[config.mk]
export PLATFORM = sky130hd
export DESIGN_NAME = lazy_multi_timer_table_core
export DESIGN_NICKNAME = d
export VERILOG_FILES = /design/src/rtl/lmtt_pkg.sv /design/src/rtl/lmtt_ctrl.sv /design/src/rtl/lmtt_dp.sv /design/src/rtl/lazy_multi_timer_table_core.sv
export SDC_FILE = /design/constraint.sdc
export NUM_CORES = 2
export LEC_CHECK = 0
export BUFFER_PORTS_ARGS = -buffer_cell sky130_fd_sc_hd__buf_2
export CAP_MARGIN = 10
export CORE_UTILIZATION = 34
export CTS_BUF_LIST = sky130_fd_sc_hd__clkbuf_4 sky130_fd_sc_hd__clkbuf_8
export DETAILED_ROUTE_END_ITERATION = 10
export PLACE_DENSITY = 0.59
export SYNTH_ARGS = -nofsm -noshare
export SYNTH_HDL_FRONTEND = slang
export SYNTH_SLANG_ARGS = --single-unit
[constraint.sdc]
create_clock -name clk -period 11.8 [get_ports clk]
set_clock_uncertainty 0.2 [all_clocks]
set_input_delay 0.59 -clock clk [delete_from_list [all_inputs] [get_ports clk]]
set_output_delay 0.59 -clock clk [all_outputs]
set_load 0.02 [all_outputs]
[src/rtl/lmtt_pkg.sv]
// Shared codes, constants and controller/datapath interface types for the timer table.
package lmtt_pkg;

  localparam logic [2:0] OP_TICK   = 3'd0;
  localparam logic [2:0] OP_ADD    = 3'd1;
  localparam logic [2:0] OP_REMOVE = 3'd2;
  localparam logic [2:0] OP_CLEAR  = 3'd3;
  localparam logic [2:0] OP_QUERY  = 3'd4;

  localparam logic [2:0] KIND_FIRED    = 3'd0;
  localparam logic [2:0] KIND_DONE     = 3'd1;
  localparam logic [2:0] KIND_FULL     = 3'd2;
  localparam logic [2:0] KIND_NOTFOUND = 3'd3;
  localparam logic [2:0] KIND_REPORT   = 3'd4;

  localparam logic [31:0] NO_DEADLINE = 32'd2000000000;

  typedef struct packed {
    logic       latch;
    logic       tick_lazy;
    logic       tick_start;
    logic       add;
    logic       clear;
    logic       ptr_top;
    logic       ptr_zero;
    logic       ptr_qry;
    logic       ptr_inc;
    logic       walk_step;
    logic       remove_del;
    logic       emit;
    logic [2:0] kind;
    logic       last;
  } cmd_t;

  typedef struct packed {
    logic [2:0] op;
    logic       tick_pos;
    logic       cnt_zero;
    logic       full;
    logic       qry_out;
    logic       id_match;
    logic       ptr_zero;
    logic       ptr_end;
    logic       fire;
    logic       pend_v;
    logic       out_free;
  } stat_t;

endpackage

[src/rtl/lmtt_ctrl.sv]
// Controller state machine that sequences each request through the timer table datapath.
module lmtt_ctrl (
  input  logic           clk,
  input  logic           rst_n,
  input  logic           in_valid,
  output logic           in_stall,
  output lmtt_pkg::cmd_t cmd,
  input  lmtt_pkg::stat_t stat
);

  typedef enum logic [2:0] {
    S_IDLE, S_EXEC, S_RESP, S_QRY, S_SRCH, S_WALK, S_FIN
  } state_t;

  state_t     state_r, state_nxt;
  logic [2:0] kind_r, kind_nxt;

  assign in_stall = (state_r != S_IDLE);

  always_comb begin
    cmd       = '0;
    state_nxt = state_r;
    kind_nxt  = kind_r;
    case (state_r)
      S_IDLE: begin
        if (in_valid) begin
          cmd.latch = 1'b1;
          state_nxt = S_EXEC;
        end
      end
      S_EXEC: begin
        state_nxt = S_RESP;
        kind_nxt  = lmtt_pkg::KIND_DONE;
        case (stat.op)
          lmtt_pkg::OP_TICK: begin
            if (stat.tick_pos) begin
              cmd.tick_lazy = 1'b1;
            end else begin
              cmd.tick_start = 1'b1;
              cmd.ptr_top    = 1'b1;
              state_nxt      = stat.cnt_zero ? S_FIN : S_WALK;
            end
          end
          lmtt_pkg::OP_ADD: begin
            if (stat.full) begin
              kind_nxt = lmtt_pkg::KIND_FULL;
            end else begin
              cmd.add = 1'b1;
            end
          end
          lmtt_pkg::OP_REMOVE: begin
            if (stat.cnt_zero) begin
              kind_nxt = lmtt_pkg::KIND_NOTFOUND;
            end else begin
              cmd.ptr_zero = 1'b1;
              state_nxt    = S_SRCH;
            end
          end
          lmtt_pkg::OP_CLEAR: begin
            cmd.clear = 1'b1;
          end
          lmtt_pkg::OP_QUERY: begin
            if (stat.qry_out) begin
              kind_nxt = lmtt_pkg::KIND_NOTFOUND;
            end else begin
              cmd.ptr_qry = 1'b1;
              state_nxt   = S_QRY;
            end
          end
          default: begin
            kind_nxt = lmtt_pkg::KIND_DONE;
          end
        endcase
      end
      S_RESP: begin
        if (stat.out_free) begin
          cmd.emit  = 1'b1;
          cmd.kind  = kind_r;
          cmd.last  = 1'b1;
          state_nxt = S_IDLE;
        end
      end
      S_QRY: begin
        if (stat.out_free) begin
          cmd.emit  = 1'b1;
          cmd.kind  = lmtt_pkg::KIND_REPORT;
          cmd.last  = 1'b1;
          state_nxt = S_IDLE;
        end
      end
      S_SRCH: begin
        if (stat.id_match) begin
          cmd.remove_del = 1'b1;
          kind_nxt       = lmtt_pkg::KIND_DONE;
          state_nxt      = S_RESP;
        end else if (stat.ptr_end) begin
          kind_nxt  = lmtt_pkg::KIND_NOTFOUND;
          state_nxt = S_RESP;
        end else begin
          cmd.ptr_inc = 1'b1;
        end
      end
      S_WALK: begin
        // A new expiry pushes the held one out, so it must wait for room at the output.
        if (!(stat.fire && stat.pend_v && !stat.out_free)) begin
          cmd.walk_step = 1'b1;
          cmd.emit      = stat.fire && stat.pend_v;
          cmd.kind      = lmtt_pkg::KIND_FIRED;
          if (stat.ptr_zero) begin
            state_nxt = S_FIN;
          end
        end
      end
      S_FIN: begin
        if (stat.out_free) begin
          cmd.emit  = 1'b1;
          cmd.kind  = stat.pend_v ? lmtt_pkg::KIND_FIRED : lmtt_pkg::KIND_DONE;
          cmd.last  = 1'b1;
          state_nxt = S_IDLE;
        end
      end
      default: begin
        state_nxt = S_IDLE;
      end
    endcase
  end

  always_ff @(posedge clk) begin
    if (!rst_n) begin
      state_r <= S_IDLE;
      kind_r  <= lmtt_pkg::KIND_DONE;
    end else begin
      state_r <= state_nxt;
      kind_r  <= kind_nxt;
    end
  end

endmodule

[src/rtl/lmtt_dp.sv]
// Datapath holding the timer table, deadline and accumulator registers and the output register.
module lmtt_dp #(
  parameter int TIMER_SLOTS = 16,
  parameter int ID_BITS     = 16
) (
  input  logic                  clk,
  input  logic                  rst_n,
  input  lmtt_pkg::cmd_t        cmd,
  output lmtt_pkg::stat_t       stat,
  input  logic [2:0]            in_operation,
  input  logic [31:0]           in_elapsed_ticks,
  input  logic [15:0]           in_timer_id,
  input  logic [30:0]           in_reload_delay,
  input  logic                  in_repeat_flag,
  input  logic [3:0]            in_slot_index,
  output logic                  out_valid,
  input  logic                  out_stall,
  output logic [2:0]            out_result_kind,
  output logic [15:0]           out_fired_id,
  output logic signed [31:0]    out_time_remaining,
  output logic                  out_last
);

  localparam int IW = (TIMER_SLOTS > 1) ? $clog2(TIMER_SLOTS) : 1;
  localparam int CW = $clog2(TIMER_SLOTS + 1);

  logic [ID_BITS-1:0] id_r  [TIMER_SLOTS];
  logic [30:0]        rel_r [TIMER_SLOTS];
  logic [31:0]        rem_r [TIMER_SLOTS];
  logic               rep_r [TIMER_SLOTS];

  logic [CW-1:0]      cnt_r;
  logic [31:0]        nd_r, acc_r, sub_r, el_r;
  logic [IW-1:0]      ptr_r;
  logic [2:0]         op_r;
  logic [ID_BITS-1:0] tid_r, pend_id_r;
  logic [30:0]        dly_r;
  logic               rpt_r, pend_v_r;
  logic [3:0]         qidx_r;

  logic [ID_BITS-1:0] rd_id;
  logic [30:0]        rd_rel;
  logic [31:0]        rd_rem;
  logic               rd_rep;
  logic [31:0]        nd_dec, rem_new, cand, dly_ext;
  logic               fire, cand_less, del, out_free;
  logic [CW-1:0]      cnt_m1;
  logic [ID_BITS+15:0] in_id_w, pend_id_w;
  logic [IW+3:0]      qidx_w;

  assign rd_id  = id_r[ptr_r];
  assign rd_rel = rel_r[ptr_r];
  assign rd_rem = rem_r[ptr_r];
  assign rd_rep = rep_r[ptr_r];

  assign in_id_w   = {ID_BITS'(0), in_timer_id};
  assign pend_id_w = {16'd0, pend_id_r};
  assign qidx_w    = {IW'(0), qidx_r};
  assign dly_ext   = {1'b0, dly_r};

  assign nd_dec    = nd_r - el_r;
  assign rem_new   = rd_rem - sub_r;
  assign fire      = !((rem_new != 32'd0) && !rem_new[31]);
  assign cand      = fire ? {1'b0, rd_rel} : rem_new;
  assign cand_less = $signed(cand) < $signed(nd_r);
  assign cnt_m1    = cnt_r - CW'(1);
  assign del       = cmd.remove_del || (cmd.walk_step && fire && !rd_rep);
  assign out_free  = !out_valid || !out_stall;

  always_comb begin
    stat          = '0;
    stat.op       = op_r;
    stat.tick_pos = (nd_dec != 32'd0) && !nd_dec[31];
    stat.cnt_zero = (cnt_r == '0);
    stat.full     = (cnt_r >= CW'(TIMER_SLOTS));
    stat.qry_out  = ((CW + 4)'(qidx_r) >= (CW + 4)'(cnt_r));
    stat.id_match = (rd_id == tid_r);
    stat.ptr_zero = (ptr_r == '0);
    stat.ptr_end  = (CW'(ptr_r) == cnt_m1);
    stat.fire     = fire;
    stat.pend_v   = pend_v_r;
    stat.out_free = out_free;
  end

  // Table storage: append, in-place update, and compaction that pulls younger entries down.
  always_ff @(posedge clk) begin
    if (cmd.add) begin
      id_r[cnt_r[IW-1:0]]  <= tid_r;
      rel_r[cnt_r[IW-1:0]] <= dly_r;
      rem_r[cnt_r[IW-1:0]] <= dly_ext;
      rep_r[cnt_r[IW-1:0]] <= rpt_r;
    end
    if (cmd.walk_step && !del) begin
      rem_r[ptr_r] <= cand;
    end
    if (del) begin
      for (int j = 0; j < TIMER_SLOTS - 1; j++) begin
        if (j >= int'(ptr_r)) begin
          id_r[j]  <= id_r[j+1];
          rel_r[j] <= rel_r[j+1];
          rem_r[j] <= rem_r[j+1];
          rep_r[j] <= rep_r[j+1];
        end
      end
    end
  end

  always_ff @(posedge clk) begin
    if (cmd.latch) begin
      op_r   <= in_operation;
      el_r   <= in_elapsed_ticks;
      tid_r  <= in_id_w[ID_BITS-1:0];
      dly_r  <= in_reload_delay;
      rpt_r  <= in_repeat_flag;
      qidx_r <= in_slot_index;
    end
    if (cmd.tick_start) begin
      sub_r <= el_r + acc_r;
    end
    if (cmd.walk_step && fire) begin
      pend_id_r <= rd_id;
    end
    if (cmd.ptr_top) begin
      ptr_r <= cnt_m1[IW-1:0];
    end else if (cmd.ptr_zero) begin
      ptr_r <= '0;
    end else if (cmd.ptr_qry) begin
      ptr_r <= qidx_w[IW-1:0];
    end else if (cmd.ptr_inc) begin
      ptr_r <= ptr_r + IW'(1);
    end else if (cmd.walk_step && (ptr_r != '0)) begin
      ptr_r <= ptr_r - IW'(1);
    end
    if (cmd.emit) begin
      out_result_kind    <= cmd.kind;
      out_last           <= cmd.last;
      out_fired_id       <= (cmd.kind == lmtt_pkg::KIND_FIRED) ? pend_id_w[15:0] : 16'd0;
      out_time_remaining <= (cmd.kind == lmtt_pkg::KIND_REPORT) ? (rd_rem - acc_r) : 32'd0;
    end
  end

  always_ff @(posedge clk) begin
    if (!rst_n) begin
      cnt_r     <= '0;
      nd_r      <= lmtt_pkg::NO_DEADLINE;
      acc_r     <= '0;
      pend_v_r  <= 1'b0;
      out_valid <= 1'b0;
    end else begin
      if (cmd.clear) begin
        cnt_r <= '0;
      end else if (cmd.add) begin
        cnt_r <= cnt_r + CW'(1);
      end else if (del) begin
        cnt_r <= cnt_m1;
      end

      if (cmd.tick_lazy) begin
        nd_r  <= nd_dec;
        acc_r <= acc_r + el_r;
      end else if (cmd.tick_start || cmd.clear) begin
        nd_r  <= lmtt_pkg::NO_DEADLINE;
        acc_r <= '0;
      end else if (cmd.add) begin
        if (nd_r == lmtt_pkg::NO_DEADLINE) begin
          nd_r  <= dly_ext;
          acc_r <= '0;
        end else if (dly_ext < nd_r) begin
          nd_r <= dly_ext;
        end
      end else if (cmd.walk_step && (!fire || rd_rep) && cand_less) begin
        nd_r <= cand;
      end

      if (cmd.tick_start) begin
        pend_v_r <= 1'b0;
      end else if (cmd.walk_step && fire) begin
        pend_v_r <= 1'b1;
      end

      if (cmd.emit) begin
        out_valid <= 1'b1;
      end else if (!out_stall) begin
        out_valid <= 1'b0;
      end
    end
  end

endmodule

[src/rtl/lazy_multi_timer_table_core.sv]
// Top level of the timer table with a lazily updated shared deadline.
//
//   channel  direction  handshake            payload
//   in_      input      in_valid / in_stall   operation, elapsed, id, delay, repeat, slot
//   out_     output     out_valid / out_stall kind, fired id, time remaining, last
//
// Most requests pass from acceptance to a loaded result through accept, execute and emit.
// A remove searches the table one slot a cycle from the oldest entry.
// A tick that reaches the deadline walks the table one slot a cycle, newest first, unless
// a second expiry waits for the output; the single table read port sets that rate.
// Reset is synchronous and empties the table; no clearing pass is needed.
// A stalled output holds the walk only when a second expiry needs the output register.
module lazy_multi_timer_table_core #(
  parameter int TIMER_SLOTS = 16,
  parameter int ID_BITS     = 16
) (
  input  logic               clk,
  input  logic               rst_n,
  input  logic               in_valid,
  output logic               in_stall,
  input  logic [2:0]         in_operation,
  input  logic [31:0]        in_elapsed_ticks,
  input  logic [15:0]        in_timer_id,
  input  logic [30:0]        in_reload_delay,
  input  logic               in_repeat_flag,
  input  logic [3:0]         in_slot_index,
  output logic               out_valid,
  input  logic               out_stall,
  output logic [2:0]         out_result_kind,
  output logic [15:0]        out_fired_id,
  output logic signed [31:0] out_time_remaining,
  output logic               out_last
);

  lmtt_pkg::cmd_t  cmd;
  lmtt_pkg::stat_t stat;

  lmtt_ctrl u_ctrl (
    .clk      (clk),
    .rst_n    (rst_n),
    .in_valid (in_valid),
    .in_stall (in_stall),
    .cmd      (cmd),
    .stat     (stat)
  );

  lmtt_dp #(
    .TIMER_SLOTS (TIMER_SLOTS),
    .ID_BITS     (ID_BITS)
  ) u_dp (
    .clk                (clk),
    .rst_n              (rst_n),
    .cmd                (cmd),
    .stat               (stat),
    .in_operation       (in_operation),
    .in_elapsed_ticks   (in_elapsed_ticks),
    .in_timer_id        (in_timer_id),
    .in_reload_delay    (in_reload_delay),
    .in_repeat_flag     (in_repeat_flag),
    .in_slot_index      (in_slot_index),
    .out_valid          (out_valid),
    .out_stall          (out_stall),
    .out_result_kind    (out_result_kind),
    .out_fired_id       (out_fired_id),
    .out_time_remaining (out_time_remaining),
    .out_last           (out_last)
  );

  // Once a request is taken, no further request may enter until it has been answered.
  a_busy_after_accept: assert property (@(posedge clk) disable iff (!rst_n)
    (in_valid && !in_stall) |=> in_stall)
    else $error("request accepted while previous request still in progress");

  a_fired_id_zero: assert property (@(posedge clk) disable iff (!rst_n)
    (out_valid && (out_result_kind != lmtt_pkg::KIND_FIRED)) |-> (out_fired_id == 16'd0))
    else $error("non-fired result carries an id");

  a_time_zero: assert property (@(posedge clk) disable iff (!rst_n)
    (out_valid && (out_result_kind != lmtt_pkg::KIND_REPORT)) |-> (out_time_remaining == 32'sd0))
    else $error("non-report result carries a time");

  // A result may only be emitted by the walk while a held expiry exists.
  a_walk_emit: assert property (@(posedge clk) disable iff (!rst_n)
    (cmd.emit && cmd.walk_step) |-> (stat.pend_v && stat.fire))
    else $error("walk emitted a result without a held expiry");

endmodule
## Word level (Yosys, flattened, before mapping)

Memory sizes are Yosys's and may differ from the RTL's. A register that Yosys moved wholly into a read port is not among the register bits.
Index checks and enable logic that the tools add are counted.

| storage, ports and cells | value |
|---|---|
| output and inout bits | 54 |
| logic and storage cells | 257 |
| RAM bits | 1,280 |
| memories kept | 4 |
| register bits after elaboration | 268 |
| input bits | 91 |

| cells by class | value |
|---|---|
| add/sub/neg operators | 8 |
| bitwise gates (word level) | 1 |
| magnitude comparators | 19 |
| reductions and logical operators | 49 |
| equal/unequal tests | 21 |
| muxes and demuxes | 135 |

Memories:

| name | words | width | read ports | clocked after Yosys merged registers in | wr ports | line | source |
|---|---|---|---|---|---|---|---|
| u_dp.rem_r | 16 | 32 | 16 | 1 | 15 | lmtt_dp.sv:29 | `logic [31:0] rem_r [TIMER_SLOTS];` |
| u_dp.rel_r | 16 | 31 | 16 | 1 | 15 | lmtt_dp.sv:28 | `logic [30:0] rel_r [TIMER_SLOTS];` |
| u_dp.id_r | 16 | 16 | 16 | 1 | 15 | lmtt_dp.sv:27 | `logic [ID_BITS-1:0] id_r [TIMER_SLOTS];` |
| u_dp.rep_r | 16 | 1 | 16 | 1 | 15 | lmtt_dp.sv:30 | `logic rep_r [TIMER_SLOTS];` |

Operator list:

| kind | number |
|---|---|
| two-way mux 32 bit | 13 |
| subtractor 32 bit | 3 |
| two-way mux 1 bit | 78 |
| nonzero test 32 bit | 2 |
| OR reduction 32 bit | 2 |
| two-way mux 4 bit | 15 |
| adder 32 bit | 1 |
| == test 32 x 31 -> 1 bit (second input constant) | 1 |
| less-than comparator 31 x 32 -> 1 bit | 1 |
| less-than comparator 32 bit | 1 |
| two-way mux 31 bit | 1 |
| OR reduction 31 bit | 1 |
| two-way mux 3 bit | 10 |
| >= comparator 4 bit (first input constant) | 7 |
| two-way mux 5 bit | 5 |
| one-hot mux 3 bit (3 select lines) | 2 |
| == test 16 bit | 1 |
| >= comparator 3 x 4 -> 1 bit (first input constant) | 4 |
| two-way mux 16 bit | 1 |
| one-hot mux 4 bit (4 select lines) | 1 |
| OR reduction 16 bit | 1 |
| == test 3 bit (second input constant) | 5 |
| one-hot mux 3 bit (5 select lines) | 1 |
| == test 3 x 2 -> 1 bit (second input constant) | 4 |
| 34 further kinds | 72 |

## Longest topological paths before layout

| depth | value |
|---|---|
| depth after elaboration | 18 |
| depth in mapped cells | 42 |
| gate-level depth less buffers | 30 |

## By module

From an unflattened synthesis, not the netlist that was laid out.

| second synthesis, totals | value |
|---|---|
| cell total of the unflattened synthesis | 6,791 |
| area, all modules | 87,447.6 um2 |

Modules (own cells, without submodules):

| module | cells an instance | instances | area an instance (um2) | sequential area each (um2) |
|---|---|---|---|---|
| lmtt_dp | 6,715 | 1 | 86,910.9 | 45,673.8 |
| lmtt_ctrl | 76 | 1 | 536.8 | 100.1 |

## Least setup slack after synthesis

No wires, ideal clock.

| timing | value |
|---|---|
| kind | reg-to-reg |
| from | register (tool-made name) |
| to | memory u_dp.rem_r[13][0] (enable) |
| clock period less this slack | 10,381 ps |
| data arrival time | 9,709 ps |
| data required time | 11,128 ps |
| cell stages (with the launch flop) | 32 |
| setup time | 472 ps |
| setup slack | 1,419 ps |
| cells stage by stage | dfxtp_1 > buf_2 > buf_2 > buf_1 > buf_2 > buf_2 > buf_2 > buf_2 > clkbuf_1 > clkbuf_1 > clkbuf_1 > mux4_2 > mux4_2 > ha_1 > clkbuf_2 > o21ai_0 > o211ai_2 > nand4_1 > and4b_1 > a21oi_2 > xor2_1 > nor4b_2 > and4_1 > buf_6 > a211oi_4 > or2_1 > buf_6 > buf_6 > buf_8 > buf_8 > o21a_1 > o311ai_1 |

RTL lines:

| element | line |
|---|---|
| to (decl) | lmtt_dp.sv:29 |

==> Implementation_results.wiki <==
{| class="wikitable"
! Metric !! Value
|-
| Drt drc || 0
|-
| Worst hold-check path type || in -> reg
|-
| Category of the most critical setup path || reg -> reg
|-
| Clock-pin slew of the registers on the worst-case setup and hold paths || roughly 0.060 ns
|-
| Horizontal die dimension || 497 um
|-
| Most area-consuming cells after synthesis || sky130_fd_sc_hd__edfxtp_1, sky130_fd_sc_hd__mux4_2, sky130_fd_sc_hd__nand2_1
|-
| Count of pins on the block boundary || ~150
|-
| RePlAce Congestion || 0.927
|-
| Dominant synthesized flop cell || sky130_fd_sc_hd__edfxtp_1
|-
| Detailed router's first-iteration violation count || 7382
|-
| Die area || 247000 um2
|-
| Warnings, synthesis || 0
|-
| Number of nets in the finished design || roughly 7300
|-
| Final global-route overflow total || 0
|-
| Pwr per Cell Area || 139 nW/um2
|-
| Maximum level of the CTS H-tree || 5
|-
| Detailed Place HPWL || 181000 um
|-
| Setup-violating endpoint count in the final report || 0
|-
| Overall die height || about 500 um
|-
| Max transition margin || between 10% and 20%
|-
| Maximum buffer depth of the clock tree || 4
|-
| Clock buffer count from CTS || 281
|-
| Average via count per standard cell || 5.77
|-
| Remaining number of nets flagged by the antenna check after routing || 0
|-
| List of most frequent post-synthesis cells || sky130_fd_sc_hd__nand2_1, sky130_fd_sc_hd__edfxtp_1, sky130_fd_sc_hd__o21ai_0
|-
| Share of the synthesized area in the top cell type || around 53%
|-
| Tcrit/Tclk final || 84.4%
|-
| Cell with the most instances after synthesis || sky130_fd_sc_hd__nand2_1
|-
| Number of synthesized flops with an enable pin || 1471
|-
| Final critical delay including setup and external delays || 9.96 ns
|-
| Fraction of registers with async set/reset || 0%
|-
| Portion of the post-synthesis area used by sequential elements || ~55%
|-
| Data required time at the worst endpoint || ~12 ns
|-
| Antenna violations before repair || 20
|-
| Data arrival at the endpoint of the critical path || 10.57 ns
|-
| Power Total || 13.0 mW
|-
| Pin count of the biggest net entering global routing || 96
|-
| Result of the run || complete, no violations
|-
| First-pass GRT wire length || 418000 um
|-
| Number of max-capacitance violations reported || 0
|-
| Cell count after placement || 9784
|-
| Overall fraction of global-route tracks in use || 23.2%
|-
| Clock tree root driver cell || sky130_fd_sc_hd__clkbuf_8
|-
| Share of post-route cells with drive strength above 1 || a little under a quarter
|-
| Cell Count, Final, Fillers Out || 10300
|-
| Row count || 181
|-
| Kind of launch point of the worst setup path || register
|-
| Routed len/inst || 28.4 um
|-
| Worst Slack Setup Final || ~1.8 ns
|-
| Combined area of the multi-input logic cells || 35000 um2
|-
| Crit end category || register
|-
| Number of input and output port buffers inserted || 144
|-
| Starting utilization of the core area || 34.2%
|-
| Number of cells produced by synthesis || between 6000 and 7000
|-
| Post-Syn Area || 83300 um2
|-
| Post-synthesis sequential element count || ~1600
|-
| RSZ-0062 raised after global routing || false
|-
| Worst Hold Depth || 2
|-
| Peak clock frequency supported by timing || 100 MHz
|-
| Peak supply drop || 0.0000980 V
|-
| Final hold violations || 0
|-
| Logic depth of the worst register-to-register path || 24
|-
| CTS sink cnt || 1551
|-
| Post-place setup slack || 1.96 ns
|-
| Largest area contributor in the synthesized netlist || sky130_fd_sc_hd__edfxtp_1
|-
| Vias in the first global route || 58100
|-
| Average footprint of a synthesized cell || ~12 um2
|-
| Cell leakage power || 33.0 nW
|-
| Total core area || 243000 um2
|-
| Number of max-slew violations in the final report || 0
|-
| Vias after detailed routing || 59700
|-
| Clock tree from TritonCTS || built
|-
| Sum of routed wire length over all layers || 293000 um
|-
| Area growth syn-to-layout || 12.2%
|-
| Number of fillers in the final layout || 23300
|-
| Post-synthesis cell type count || 108
|-
| Number of buffers inserted by post-CTS setup repair || 0
|-
| Total Negative Setup Slacks || 0 ns
|-
| First-pass iteration count of the detailed router || 6
|-
| Register area || 45800 um2
|-
| Later-pin clock latency in the skew report || between 1 and 1.5 ns
|-
| Critical Path Fanout Max || 48
|-
| Slew at the pin closest to its max-slew limit || 1.25 ns
|}
==> routing by layer <==
layer	global-route usage (%)	wire length (um)	vias up
met3	4.89	27600	585
met2	36.2	133000	3225
met1	31.8	121000	30300
met5	0	68	-
met4	8.66	11300	12
li1	-	-	25600
==> through the flow <==
stage	util (%)	area [um2]	hold slack, ns
after floorplan	-	83300	0.224
after global placement	35.9	87400	0.303
after detailed placement	35.9	87400	0.307
after CTS	38.4	93400	0.00190
after global routing	38.4	93400	0.0161
final	38.4	93400	0.0774
==> repair_timing <==
item                      in CTS  in global routing
hold buffers                  96                  0
hold endpoints to repair     116                  0
gates resized for setup        0                  0
==> worst paths after layout <==
kind                                          start  slack [ns]            endpoint
worst max-delay path                       register        1.84       u_dp.nd_r[15]
worst min-delay path            in_reload_delay[24]        0.08      u_dp.dly_r[24]
worst min register to register   u_dp.rel_r[11][19]        0.28  u_dp.rel_r[10][19]
worst max register to register             register        1.84       u_dp.nd_r[15]
==> layout make-up <==
type / count / area share [%]
Clock inverter: 97 / 0.576
Clock buffer: 360 / 4.81
Antenna cell: 8 / 0.0214
Inverter: 219 / 0.884
Timing Repair Buffer: 376 / 2.96
Sequential cell: 1551 / 49.0
Tap cell: 3202 / 4.29
Multi-Input combinational cell: 4532 / 37.4
==> worst max-delay path: stages (launching register included) <==
cell and delay, ns:
sky130_fd_sc_hd__dfxtp_4 0.82, sky130_fd_sc_hd__buf_12 0.43, sky130_fd_sc_hd__mux4_2 0.56, sky130_fd_sc_hd__mux4_2 0.59, sky130_fd_sc_hd__ha_1 0.34, sky130_fd_sc_hd__or3_1 0.44, sky130_fd_sc_hd__o21ai_0 0.58, sky130_fd_sc_hd__a21oi_1 0.17
sky130_fd_sc_hd__nor4_1 0.87, sky130_fd_sc_hd__a211oi_1 0.10, sky130_fd_sc_hd__and4bb_1 0.29, sky130_fd_sc_hd__and4_1 0.43, sky130_fd_sc_hd__a21oi_1 0.28, sky130_fd_sc_hd__buf_4 0.24, sky130_fd_sc_hd__o21ai_0 0.23, sky130_fd_sc_hd__ha_1 0.40
sky130_fd_sc_hd__nand4_1 0.10, sky130_fd_sc_hd__or2_2 0.31, sky130_fd_sc_hd__nor4_1 0.47, sky130_fd_sc_hd__o21ai_0 0.22, sky130_fd_sc_hd__a2111oi_0 0.43, sky130_fd_sc_hd__inv_1 0.13, sky130_fd_sc_hd__a211o_1 0.33, sky130_fd_sc_hd__nand2_2 0.46
sky130_fd_sc_hd__o311ai_0 0.25
==> power by group <==
part           leakage, nW  total, mW  switching [mW]  internal [mW]
clock network         2.64       4.86            2.32           2.54
registers             14.0       6.25           0.125           6.12
logic                 16.3       1.85            1.13          0.719
total                 33.0       13.0            3.58           9.38
==> cells in the final DEF (no fill, tap or decap), types with 21 or more instances in the layout <==
master	count
sky130_fd_sc_hd__o21ai_4	27
sky130_fd_sc_hd__nand2_1	1595
sky130_fd_sc_hd__clkbuf_8	286
sky130_fd_sc_hd__nand4_1	32
sky130_fd_sc_hd__nor2b_1	31
sky130_fd_sc_hd__xnor2_1	76
sky130_fd_sc_hd__a21o_1	74
sky130_fd_sc_hd__clkbuf_4	74
sky130_fd_sc_hd__clkinv_1	52
sky130_fd_sc_hd__nand3_1	49
sky130_fd_sc_hd__edfxtp_1	1471
sky130_fd_sc_hd__dfxtp_1	76
sky130_fd_sc_hd__inv_1	216
sky130_fd_sc_hd__o21a_1	28
sky130_fd_sc_hd__mux4_2	388
sky130_fd_sc_hd__or3_1	25
sky130_fd_sc_hd__clkinv_2	28
sky130_fd_sc_hd__xor2_1	30
sky130_fd_sc_hd__mux2i_1	43
sky130_fd_sc_hd__a22oi_1	29
sky130_fd_sc_hd__a21oi_1	177
sky130_fd_sc_hd__and2_1	38
sky130_fd_sc_hd__nor4_1	22
sky130_fd_sc_hd__ha_1	197
sky130_fd_sc_hd__and3_1	28
sky130_fd_sc_hd__o21ai_0	458
sky130_fd_sc_hd__nand2b_1	22
sky130_fd_sc_hd__mux2_2	470
sky130_fd_sc_hd__a211oi_1	38
sky130_fd_sc_hd__dlygate4sd3_1	96
sky130_fd_sc_hd__buf_2	144
sky130_fd_sc_hd__a31oi_1	21
sky130_fd_sc_hd__nor3_1	60
sky130_fd_sc_hd__nor2_1	199
sky130_fd_sc_hd__buf_4	131
==> kinds of logic after synthesis <==
family,share of synthesized area [%]
AO/OA/AOI/OAI,8.35
XOR/XNOR,1.11
adder cells (fa/ha/maj),3.06
buffers and inverters,3.79
flip-flops,55.0
multiplexers,17.8
other,0.00450
AND/OR/NAND/NOR,10.9
==> sequential cells by signal (all words and copies together) (netlist names), 31 cells and up, named ones only <==
name	cells
u_dp.nd_r	32
u_dp.el_r	32
u_dp.id_r	256
u_dp.rem_r	512
u_dp.dly_r	31
u_dp.rel_r	496
u_dp.sub_r	32
u_dp.acc_r	32
u_dp.out_time_remaining	32
Power figures use the tool's default switching activity.
